<file path="src/rtl/dtx_pkg.sv">
package dtx_pkg;

   localparam logic [15:0] DTX_WANTED_TYPE_RESET = 16'd16;
   localparam int          DTX_QUEUE_DEPTH       = 4;

   localparam logic [3:0] HEADER_BYTES = 4'd12;
   localparam logic [3:0] QFIXED_BYTES = 4'd4;
   localparam logic [3:0] AFIXED_BYTES = 4'd10;

   typedef enum logic [3:0] {
      PH_HDR     = 4'd0,
      PH_QNAME   = 4'd1,
      PH_QLABEL  = 4'd2,
      PH_QPTR    = 4'd3,
      PH_QFIXED  = 4'd4,
      PH_ANAME   = 4'd5,
      PH_ALABEL  = 4'd6,
      PH_APTR    = 4'd7,
      PH_AFIXED  = 4'd8,
      PH_SKIP    = 4'd9,
      PH_STRLEN  = 4'd10,
      PH_STRDATA = 4'd11,
      PH_DONE    = 4'd12,
      PH_ERROR   = 4'd13
   } phase_type;

   typedef enum logic [1:0] {
      KIND_TEXT = 2'd0,
      KIND_END  = 2'd1,
      KIND_DONE = 2'd2
   } kind_type;

   typedef enum logic [1:0] {
      ST_OK        = 2'd0,
      ST_MALFORMED = 2'd1,
      ST_NO_MATCH  = 2'd2
   } status_type;

   // results caused by one item, emitted in order text, end, done
   typedef struct packed {
      logic       has_text;
      logic       has_end;
      logic       has_done;
      logic [7:0] text;
      logic [15:0] rec;
      status_type status;
   } bundle_type;

   typedef struct packed {
      logic full;
      logic empty;
   } q_status_type;

endpackage

</file>
<file path="src/rtl/dns_txt_answer_extractor.sv">
// channel  direction  handshake             payload
// req      in         req_valid/req_stall   msg_byte, msg_last
// rsp      out        rsp_valid/rsp_stall   result_kind, text_byte, record_number,
//                                           done_status, run_last
// csr      in         csr_valid/csr_ready   wanted_type
//
// While req_stall is low one byte is taken per cycle; the parser updates counters then.
// Each byte yields zero to three results, queued as one entry and sent one per cycle,
// when rsp_stall is low; output bandwidth (one result a cycle) sets the sustained text rate.
// req_stall rises only when the result queue (QUEUE_DEPTH entries) is full.
// Synchronous reset clears parser state, queue and output; wanted_type resets to 16.
module dns_txt_answer_extractor #(
   parameter int QUEUE_DEPTH = dtx_pkg::DTX_QUEUE_DEPTH
) (
   input  logic        clock,
   input  logic        reset,
   input  logic        req_valid,
   output logic        req_stall,
   input  logic [7:0]  req_msg_byte,
   input  logic        req_msg_last,
   output logic        rsp_valid,
   input  logic        rsp_stall,
   output logic [1:0]  rsp_result_kind,
   output logic [7:0]  rsp_text_byte,
   output logic [15:0] rsp_record_number,
   output logic [1:0]  rsp_done_status,
   output logic        rsp_run_last,
   input  logic        csr_valid,
   output logic        csr_ready,
   input  logic [15:0] csr_wanted_type
);
   import dtx_pkg::*;

   logic [15:0]  wanted_type_ff, wanted_type_in;
   logic         push;
   logic         pop;
   bundle_type   push_data;
   bundle_type   head;
   q_status_type q_status;

   assign csr_ready      = 1'b1;
   assign wanted_type_in = (csr_valid && csr_ready) ? csr_wanted_type : wanted_type_ff;

   always_ff @(posedge clock) begin
      if (reset) begin
         wanted_type_ff <= DTX_WANTED_TYPE_RESET;
      end else begin
         wanted_type_ff <= wanted_type_in;
      end
   end

   dtx_front u_front (
      .clock        (clock),
      .reset        (reset),
      .req_valid    (req_valid),
      .req_stall    (req_stall),
      .req_msg_byte (req_msg_byte),
      .req_msg_last (req_msg_last),
      .wanted_type  (wanted_type_ff),
      .q_status     (q_status),
      .push         (push),
      .push_data    (push_data)
   );

   dtx_queue #(
      .DEPTH (QUEUE_DEPTH)
   ) u_queue (
      .clock     (clock),
      .reset     (reset),
      .push      (push),
      .push_data (push_data),
      .pop       (pop),
      .head      (head),
      .status    (q_status)
   );

   dtx_back u_back (
      .clock             (clock),
      .reset             (reset),
      .head              (head),
      .q_status          (q_status),
      .pop               (pop),
      .rsp_valid         (rsp_valid),
      .rsp_stall         (rsp_stall),
      .rsp_result_kind   (rsp_result_kind),
      .rsp_text_byte     (rsp_text_byte),
      .rsp_record_number (rsp_record_number),
      .rsp_done_status   (rsp_done_status),
      .rsp_run_last      (rsp_run_last)
   );

endmodule

</file>
<file path="src/rtl/dtx_queue.sv">
module dtx_queue #(
   parameter int DEPTH = dtx_pkg::DTX_QUEUE_DEPTH
) (
   input  logic                  clock,
   input  logic                  reset,
   input  logic                  push,
   input  dtx_pkg::bundle_type   push_data,
   input  logic                  pop,
   output dtx_pkg::bundle_type   head,
   output dtx_pkg::q_status_type status
);
   import dtx_pkg::*;

   localparam int PTR_W = (DEPTH > 1) ? $clog2(DEPTH) : 1;
   localparam int CNT_W = $clog2(DEPTH + 1);

   bundle_type             slot_ff [DEPTH];
   logic [PTR_W-1:0]       wr_ptr_ff, wr_ptr_in;
   logic [PTR_W-1:0]       rd_ptr_ff, rd_ptr_in;
   logic [CNT_W-1:0]       count_ff, count_in;

   always_comb begin
      wr_ptr_in = wr_ptr_ff;
      rd_ptr_in = rd_ptr_ff;
      count_in  = count_ff;
      if (push) begin
         wr_ptr_in = (wr_ptr_ff == PTR_W'(DEPTH - 1)) ? '0 : wr_ptr_ff + PTR_W'(1);
      end
      if (pop) begin
         rd_ptr_in = (rd_ptr_ff == PTR_W'(DEPTH - 1)) ? '0 : rd_ptr_ff + PTR_W'(1);
      end
      if (push && !pop) begin
         count_in = count_ff + CNT_W'(1);
      end else if (pop && !push) begin
         count_in = count_ff - CNT_W'(1);
      end
   end

   always_ff @(posedge clock) begin
      if (reset) begin
         wr_ptr_ff <= '0;
         rd_ptr_ff <= '0;
         count_ff  <= '0;
      end else begin
         wr_ptr_ff <= wr_ptr_in;
         rd_ptr_ff <= rd_ptr_in;
         count_ff  <= count_in;
      end
   end

   always_ff @(posedge clock) begin
      if (push) begin
         slot_ff[wr_ptr_ff] <= push_data;
      end
   end

   assign head         = slot_ff[rd_ptr_ff];
   assign status.full  = (count_ff == CNT_W'(DEPTH));
   assign status.empty = (count_ff == '0);

endmodule

</file>
<file path="src/rtl/dtx_front.sv">
module dtx_front (
   input  logic                  clock,
   input  logic                  reset,
   input  logic                  req_valid,
   output logic                  req_stall,
   input  logic [7:0]            req_msg_byte,
   input  logic                  req_msg_last,
   input  logic [15:0]           wanted_type,
   input  dtx_pkg::q_status_type q_status,
   output logic                  push,
   output dtx_pkg::bundle_type   push_data
);
   import dtx_pkg::*;

   phase_type   phase_ff, phase_in;
   logic [3:0]  fbc_ff, fbc_in;
   logic [15:0] questions_ff, questions_in;
   logic [15:0] answers_ff, answers_in;
   logic [15:0] rtype_ff, rtype_in;
   logic [15:0] rdata_ff, rdata_in;
   logic [7:0]  string_ff, string_in;
   logic [5:0]  label_ff, label_in;
   logic [15:0] matched_ff, matched_in;
   logic        error_ff, error_in;
   logic        accept;
   bundle_type  bundle;
   logic        in_q;
   logic [7:0]  b;

   assign req_stall = q_status.full;
   assign accept    = req_valid && !q_status.full;
   assign b         = req_msg_byte;
   assign in_q      = (phase_ff == PH_QNAME) || (phase_ff == PH_QLABEL) ||
                      (phase_ff == PH_QPTR);

   always_comb begin
      phase_in     = phase_ff;
      fbc_in       = fbc_ff;
      questions_in = questions_ff;
      answers_in   = answers_ff;
      rtype_in     = rtype_ff;
      rdata_in     = rdata_ff;
      string_in    = string_ff;
      label_in     = label_ff;
      matched_in   = matched_ff;
      error_in     = error_ff;
      bundle       = '0;
      bundle.rec   = matched_ff;
      bundle.text  = b;
      if (accept) begin
         unique case (phase_ff)
            PH_HDR: begin
               if (fbc_ff == 4'd4) questions_in = {b, questions_ff[7:0]};
               if (fbc_ff == 4'd5) questions_in = {questions_ff[15:8], b};
               if (fbc_ff == 4'd6) answers_in = {b, answers_ff[7:0]};
               if (fbc_ff == 4'd7) answers_in = {answers_ff[15:8], b};
               fbc_in = fbc_ff + 4'd1;
               if (fbc_in >= HEADER_BYTES) begin
                  fbc_in = '0;
                  if (questions_in != '0) phase_in = PH_QNAME;
                  else if (answers_in != '0) phase_in = PH_ANAME;
                  else phase_in = PH_DONE;
               end
            end
            PH_QNAME, PH_ANAME: begin
               if (b == 8'd0) begin
                  fbc_in   = '0;
                  phase_in = in_q ? PH_QFIXED : PH_AFIXED;
               end else if (b[7:6] == 2'b11) begin
                  phase_in = in_q ? PH_QPTR : PH_APTR;
               end else if (b[7:6] != 2'b00) begin
                  error_in = 1'b1;
                  phase_in = PH_ERROR;
               end else begin
                  label_in = b[5:0];
                  phase_in = in_q ? PH_QLABEL : PH_ALABEL;
               end
            end
            PH_QLABEL, PH_ALABEL: begin
               label_in = label_ff - 6'd1;
               if (label_in == '0) phase_in = in_q ? PH_QNAME : PH_ANAME;
            end
            PH_QPTR, PH_APTR: begin
               fbc_in   = '0;
               phase_in = in_q ? PH_QFIXED : PH_AFIXED;
            end
            PH_QFIXED: begin
               fbc_in = fbc_ff + 4'd1;
               if (fbc_in >= QFIXED_BYTES) begin
                  fbc_in       = '0;
                  questions_in = questions_ff - 16'd1;
                  if (questions_in != '0) phase_in = PH_QNAME;
                  else if (answers_in != '0) phase_in = PH_ANAME;
                  else phase_in = PH_DONE;
               end
            end
            PH_AFIXED: begin
               if (fbc_ff == 4'd0) rtype_in = {b, rtype_ff[7:0]};
               if (fbc_ff == 4'd1) rtype_in = {rtype_ff[15:8], b};
               if (fbc_ff == 4'd8) rdata_in = {b, rdata_ff[7:0]};
               if (fbc_ff == 4'd9) rdata_in = {rdata_ff[15:8], b};
               fbc_in = fbc_ff + 4'd1;
               if (fbc_in >= AFIXED_BYTES) begin
                  fbc_in = '0;
                  if (rtype_in != wanted_type) begin
                     if (rdata_in == '0) begin
                        answers_in = answers_ff - 16'd1;
                        phase_in   = (answers_in != '0) ? PH_ANAME : PH_DONE;
                     end else begin
                        phase_in = PH_SKIP;
                     end
                  end else if (rdata_in == '0) begin
                     bundle.has_end = 1'b1;
                     matched_in     = matched_ff + 16'd1;
                     answers_in     = answers_ff - 16'd1;
                     phase_in       = (answers_in != '0) ? PH_ANAME : PH_DONE;
                  end else begin
                     phase_in = PH_STRLEN;
                  end
               end
            end
            PH_SKIP: begin
               rdata_in = rdata_ff - 16'd1;
               if (rdata_in == '0) begin
                  answers_in = answers_ff - 16'd1;
                  phase_in   = (answers_in != '0) ? PH_ANAME : PH_DONE;
               end
            end
            PH_STRLEN: begin
               rdata_in = rdata_ff - 16'd1;
               if ({8'd0, b} > rdata_in) begin
                  error_in = 1'b1;
                  phase_in = PH_ERROR;
               end else if (b == 8'd0) begin
                  if (rdata_in == '0) begin
                     bundle.has_end = 1'b1;
                     matched_in     = matched_ff + 16'd1;
                     answers_in     = answers_ff - 16'd1;
                     phase_in       = (answers_in != '0) ? PH_ANAME : PH_DONE;
                  end
               end else begin
                  string_in = b;
                  phase_in  = PH_STRDATA;
               end
            end
            PH_STRDATA: begin
               bundle.has_text = 1'b1;
               string_in       = string_ff - 8'd1;
               rdata_in        = rdata_ff - 16'd1;
               if (string_in == '0) begin
                  if (rdata_in == '0) begin
                     bundle.has_end = 1'b1;
                     matched_in     = matched_ff + 16'd1;
                     answers_in     = answers_ff - 16'd1;
                     phase_in       = (answers_in != '0) ? PH_ANAME : PH_DONE;
                  end else begin
                     phase_in = PH_STRLEN;
                  end
               end
            end
            default: begin
            end
         endcase

         if (req_msg_last) begin
            bundle.has_done = 1'b1;
            if (error_in || phase_in != PH_DONE) bundle.status = ST_MALFORMED;
            else if (matched_in == '0) bundle.status = ST_NO_MATCH;
            else bundle.status = ST_OK;
            phase_in     = PH_HDR;
            fbc_in       = '0;
            questions_in = '0;
            answers_in   = '0;
            rtype_in     = '0;
            rdata_in     = '0;
            string_in    = '0;
            label_in     = '0;
            matched_in   = '0;
            error_in     = 1'b0;
         end
      end
   end

   always_ff @(posedge clock) begin
      if (reset) begin
         phase_ff     <= PH_HDR;
         fbc_ff       <= '0;
         questions_ff <= '0;
         answers_ff   <= '0;
         rtype_ff     <= '0;
         rdata_ff     <= '0;
         string_ff    <= '0;
         label_ff     <= '0;
         matched_ff   <= '0;
         error_ff     <= 1'b0;
      end else begin
         phase_ff     <= phase_in;
         fbc_ff       <= fbc_in;
         questions_ff <= questions_in;
         answers_ff   <= answers_in;
         rtype_ff     <= rtype_in;
         rdata_ff     <= rdata_in;
         string_ff    <= string_in;
         label_ff     <= label_in;
         matched_ff   <= matched_in;
         error_ff     <= error_in;
      end
   end

   assign push      = accept && (bundle.has_text || bundle.has_end || bundle.has_done);
   assign push_data = bundle;

endmodule

</file>
<file path="src/rtl/dtx_back.sv">
module dtx_back (
   input  logic                  clock,
   input  logic                  reset,
   input  dtx_pkg::bundle_type   head,
   input  dtx_pkg::q_status_type q_status,
   output logic                  pop,
   output logic                  rsp_valid,
   input  logic                  rsp_stall,
   output logic [1:0]            rsp_result_kind,
   output logic [7:0]            rsp_text_byte,
   output logic [15:0]           rsp_record_number,
   output logic [1:0]            rsp_done_status,
   output logic                  rsp_run_last
);
   import dtx_pkg::*;

   logic        valid_ff, valid_in;
   logic [2:0]  taken_ff, taken_in;
   kind_type    kind_ff, kind_in;
   logic [7:0]  text_ff, text_in;
   logic [15:0] rec_ff, rec_in;
   status_type  status_ff, status_in;
   logic        last_ff, last_in;
   logic [2:0]  pend;
   logic [2:0]  sel;
   logic        load;

   assign pend = {head.has_done, head.has_end, head.has_text} & ~taken_ff;
   assign load = !q_status.empty && (!valid_ff || !rsp_stall);

   always_comb begin
      valid_in  = valid_ff;
      taken_in  = taken_ff;
      kind_in   = kind_ff;
      text_in   = text_ff;
      rec_in    = rec_ff;
      status_in = status_ff;
      last_in   = last_ff;
      sel       = 3'b100;
      pop       = 1'b0;
      priority if (pend[0]) sel = 3'b001;
      else if (pend[1]) sel = 3'b010;
      else sel = 3'b100;
      if (load) begin
         valid_in  = 1'b1;
         last_in   = ((pend & ~sel) == 3'b000);
         text_in   = sel[0] ? head.text : 8'd0;
         rec_in    = sel[2] ? 16'd0 : head.rec;
         status_in = sel[2] ? head.status : ST_OK;
         if (sel[0]) kind_in = KIND_TEXT;
         else if (sel[1]) kind_in = KIND_END;
         else kind_in = KIND_DONE;
         if (last_in) begin
            pop      = 1'b1;
            taken_in = '0;
         end else begin
            taken_in = taken_ff | sel;
         end
      end else if (!rsp_stall) begin
         valid_in = 1'b0;
      end
   end

   always_ff @(posedge clock) begin
      if (reset) begin
         valid_ff <= 1'b0;
         taken_ff <= '0;
      end else begin
         valid_ff <= valid_in;
         taken_ff <= taken_in;
      end
   end

   always_ff @(posedge clock) begin
      kind_ff   <= kind_in;
      text_ff   <= text_in;
      rec_ff    <= rec_in;
      status_ff <= status_in;
      last_ff   <= last_in;
   end

   assign rsp_valid         = valid_ff;
   assign rsp_result_kind   = kind_ff;
   assign rsp_text_byte     = text_ff;
   assign rsp_record_number = rec_ff;
   assign rsp_done_status   = status_ff;
   assign rsp_run_last      = last_ff;

endmodule

</file>
<file path="config.mk">
export PLATFORM = sky130hd
export DESIGN_NAME = dns_txt_answer_extractor
export DESIGN_NICKNAME = d
export VERILOG_FILES = /design/src/rtl/dtx_pkg.sv /design/src/rtl/dns_txt_answer_extractor.sv /design/src/rtl/dtx_queue.sv /design/src/rtl/dtx_front.sv /design/src/rtl/dtx_back.sv
export SDC_FILE = /design/constraint.sdc
export NUM_CORES = 1
export LEC_CHECK = 0
export BUFFER_PORTS_ARGS = -buffer_cell sky130_fd_sc_hd__buf_2
export CAP_MARGIN = 0
export CORE_MARGIN = 2
export CORE_UTILIZATION = 63
export DETAILED_ROUTE_END_ITERATION = 8
export PLACE_DENSITY = 0.81
export SETUP_SLACK_MARGIN = 0.15
export SLEW_MARGIN = 20
export SYNTH_ARGS = -nofsm -noshare
export SYNTH_HDL_FRONTEND = slang
export SYNTH_SLANG_ARGS = --single-unit
</file>
<file path="constraint.sdc">
create_clock -name clock -period 5.06 [get_ports clock]
set_input_delay 0.253 -clock clock [delete_from_list [all_inputs] [get_ports clock]]
set_output_delay 0.253 -clock clock [all_outputs]
set_load 0.02 [all_outputs]
</file>
==> impl_metrics.toml <==
[cts]
numClockSinks = 277
clkSlewWorstSetupHoldPaths_ns = 0.07
clockBufferDepth = 3
clkLatencyLatePin_ns = 0.59
cts_made_buffers = 29
cts_htree_levels = 1
post_cts_buffers = 0
cts_tree = "yes"
root_buffer = "clkbuf_16"

[global_route]
grt_pass1_wl_mm = 68.1
grt_max_degree = 67
antenna_found_initial = 0
grt_pass1_vias = 12200
gr-usage-all-layers = 0.337
overflow = 0

[sta]
skew_ns = 0.0192
fin_crit_sh = 0.919
worst_pin_slew_ns = 1.02
hold_viol = 0
fmax_ghz = 0.215
finalMaxSlewViolations = 0
rsz0062_at_grt = "false"
fin_hold_ws_ns = 0.169
tns_ns = 0
max_slew_margin = 0.315
fin_crit_ns = 4.65
setup_viol = 0

[power_and_ir_drop]
leakagePower_nw = 6.16
p_per_area_mw_per_mm2 = 368
power_w = 0.00617
ir_worst_vdd_v = 0.000327

[drt]
vias_per_cell = 6.81
route.detailed.drc = 0
wl_per_cell_um = 22.7
vias = 13100
postRouteAntennaNets = 0
drtIter0Drc = 1621
wirelength_mm = 43.7
firstDrtPassIters = 8

[synth]
netlist_top_cells_area = "edfxtp_1, dfxtp_1, nor2_1, mux4_2, a21oi_1"
yosys.area_share.xor_xnor = 0.0180
synth_edf_count = 145
synth_seq_cells = 277
syn-instance-count = 1553
synth_fa_ha_area_frac = 0.0286
synth_common_cells = "nor2_1, edfxtp_1, dfxtp_1, a21oi_1, nand2_1"
synth_mux_area_frac = 0.0646
synth-compound-area-share = 0.178
synth.largest_area_cell = "edfxtp_1"
postSynthAreaPerCell_um2 = 9.74
synth_simple_gate_area_share = 0.205
synth_top_family_by_area = "simple AND/OR/NAND/NOR gates"
async_reset_ff_frac = 0
yosysMostFrequentCell = "nor2_1"
yosysSeqAreaShare = 0.463
yosysUniqueCellTypes = 102
synth_top_area_frac = 0.288
ys.flop_type = "edfxtp_1"
syn_nets = 1617
synth_area_mm2 = 0.0151
yosysWarnings = 0

[critical_path]
start_kind = "flop"
critPathMaxFanout = 15
path_cells = "inv_1 -> ha_1 -> and3b_1 -> a2111oi_0 -> a21boi_1 -> nor3_4 -> and2_1 -> a22oi_2 -> a31oi_4 -> ha_1 -> inv_1 -> fa_1 -> xor2_1 -> or3_1 -> a21oi_1"
crit_arrival_ns = 5.15
slowest_stage = "a2111oi_0"
critical_path.max_stage_delay_ns = 0.52
worstSetupPathType = "flop to flop"
crit_required_ns = 5.56
worst_setup_path_end_kind = "flop"

[placed_design]
dp_hpwl_mm = 27.9
port-buffer-count = 60
placed_area_mm2 = 0.0156
gp_congestion = 0.971

[status]
status = "completed"

[floorplan]
initial_utilization = 0.642
core_mm2 = 0.0235
chipWidth_um = 159
rows = 56
ios = 62
fp.dieH_um = 159
dieArea_mm2 = 0.0253

[hold_path]
hp-class = "primary input to flop"

[final_layout]
finalNetCount = 1649
post_route_cells_drive_above_1_share = 0.142
syn_to_final_growth_pct = 11.0
final_util = 0.713
diodes = 0
fin_area_mm2 = 0.0168

[run]
cap_violations = 0
## registers in the layout, indices dropped and copies added, names as in the netlist, 8 cells and up, named ones only
name                      cells
u_front.questions_ff         16
u_front.matched_ff           16
u_front.rdata_ff             16
u_front.rtype_ff             16
u_back.rsp_text_byte          8
u_front.string_ff             8
u_back.rsp_record_number     16
wanted_type_ff               16
u_queue.slot_ff             116
u_front.answers_ff           16
## final timing paths
check                       start                endpoint  slack, ns  depth (start not counted)
max             u_front.fbc_ff[1]     u_queue.count_ff[2]       0.41                         15
min reg2reg  u_front.string_ff[3]    u_front.string_ff[3]       0.49                          2
min               req_msg_byte[3]  u_queue.slot_ff[1][21]       0.17                          1
max reg2reg     u_front.fbc_ff[1]     u_queue.count_ff[2]       0.41                         15
## layer usage
layer / up-vias / share of wire / global-route usage
li1: 5911 / - / -
met1: 6257 / 0.39 / 0.454
met2: 806 / 0.47 / 0.552
met3: 147 / 0.092 / 0.0526
met4: 0 / 0.045 / 0.133
met5: - / 0 / 0
## cell usage in the layout (no fill, tap or decap), types with 35 or more instances in the layout
| cell type | n |
|---|---|
| a21oi_1 | 117 |
| buf_2 | 59 |
| buf_4 | 35 |
| dfxtp_1 | 131 |
| edfxtp_1 | 145 |
| inv_1 | 53 |
| nand2_1 | 104 |
| nor2_1 | 200 |
| nor3_1 | 45 |
| o21ai_0 | 60 |
## power by group
group	internal (W)	total [W]	switching [W]	leakage, nW
Combinational	0.000450	0.00129	0.000842	3.19
Clock	0.00121	0.00216	0.000945	0.471
Sequential	0.00263	0.00272	0.0000886	2.50
Total	0.00430	0.00617	0.00188	6.16
## per-stage QoR
stage               std cells  setup WS, ns
global placement         1856         0.543
global route             1927         0.172
CTS                      1927         0.293
detailed placement       1856         0.368
floorplan                1553          1.11
finish                   1927         0.409
## logic make-up after synthesis
logic type               after synthesis
AO/OA/AOI/OAI                        392
XOR/XNOR                              31
adder cells (fa/ha/maj)               34
buffers and inverters                164
flip-flops                           277
multiplexers                          61
other                                  1
AND/OR/NAND/NOR                      593
## cell type report
| type | instances | area (um2) |
|---|---|---|
| repair buffers | 111 | 728 |
| flip-flops and latches | 277 | 7000 |
| well taps | 319 | 399 |
| clock inverters | 17 | 170 |
| clock buffers | 37 | 786 |
| fillers | 1705 | 6760 |
| inverters | 54 | 203 |
| multi-input cells | 1112 | 7500 |
## worst max-delay path, delay by kind of cell (launching register included)
kind,cells,cell delay [ns]
adder cells (fa/ha/maj),3,1.02
buffers and inverters,2,0.17
AND/OR/NAND/NOR,4,1.26
AO/OA/AOI/OAI,5,1.53
flip-flops,1,0.40
XOR/XNOR,1,0.19
## what timing repair did
item / CTS / global route
endpoints found under the hold margin: 17 / 0
resized for setup: 0 / 2
endpoints found under the setup margin: 0 / 1
hold buffers: 17 / 0
No activity file was read; power rests on OpenSTA's default activity.
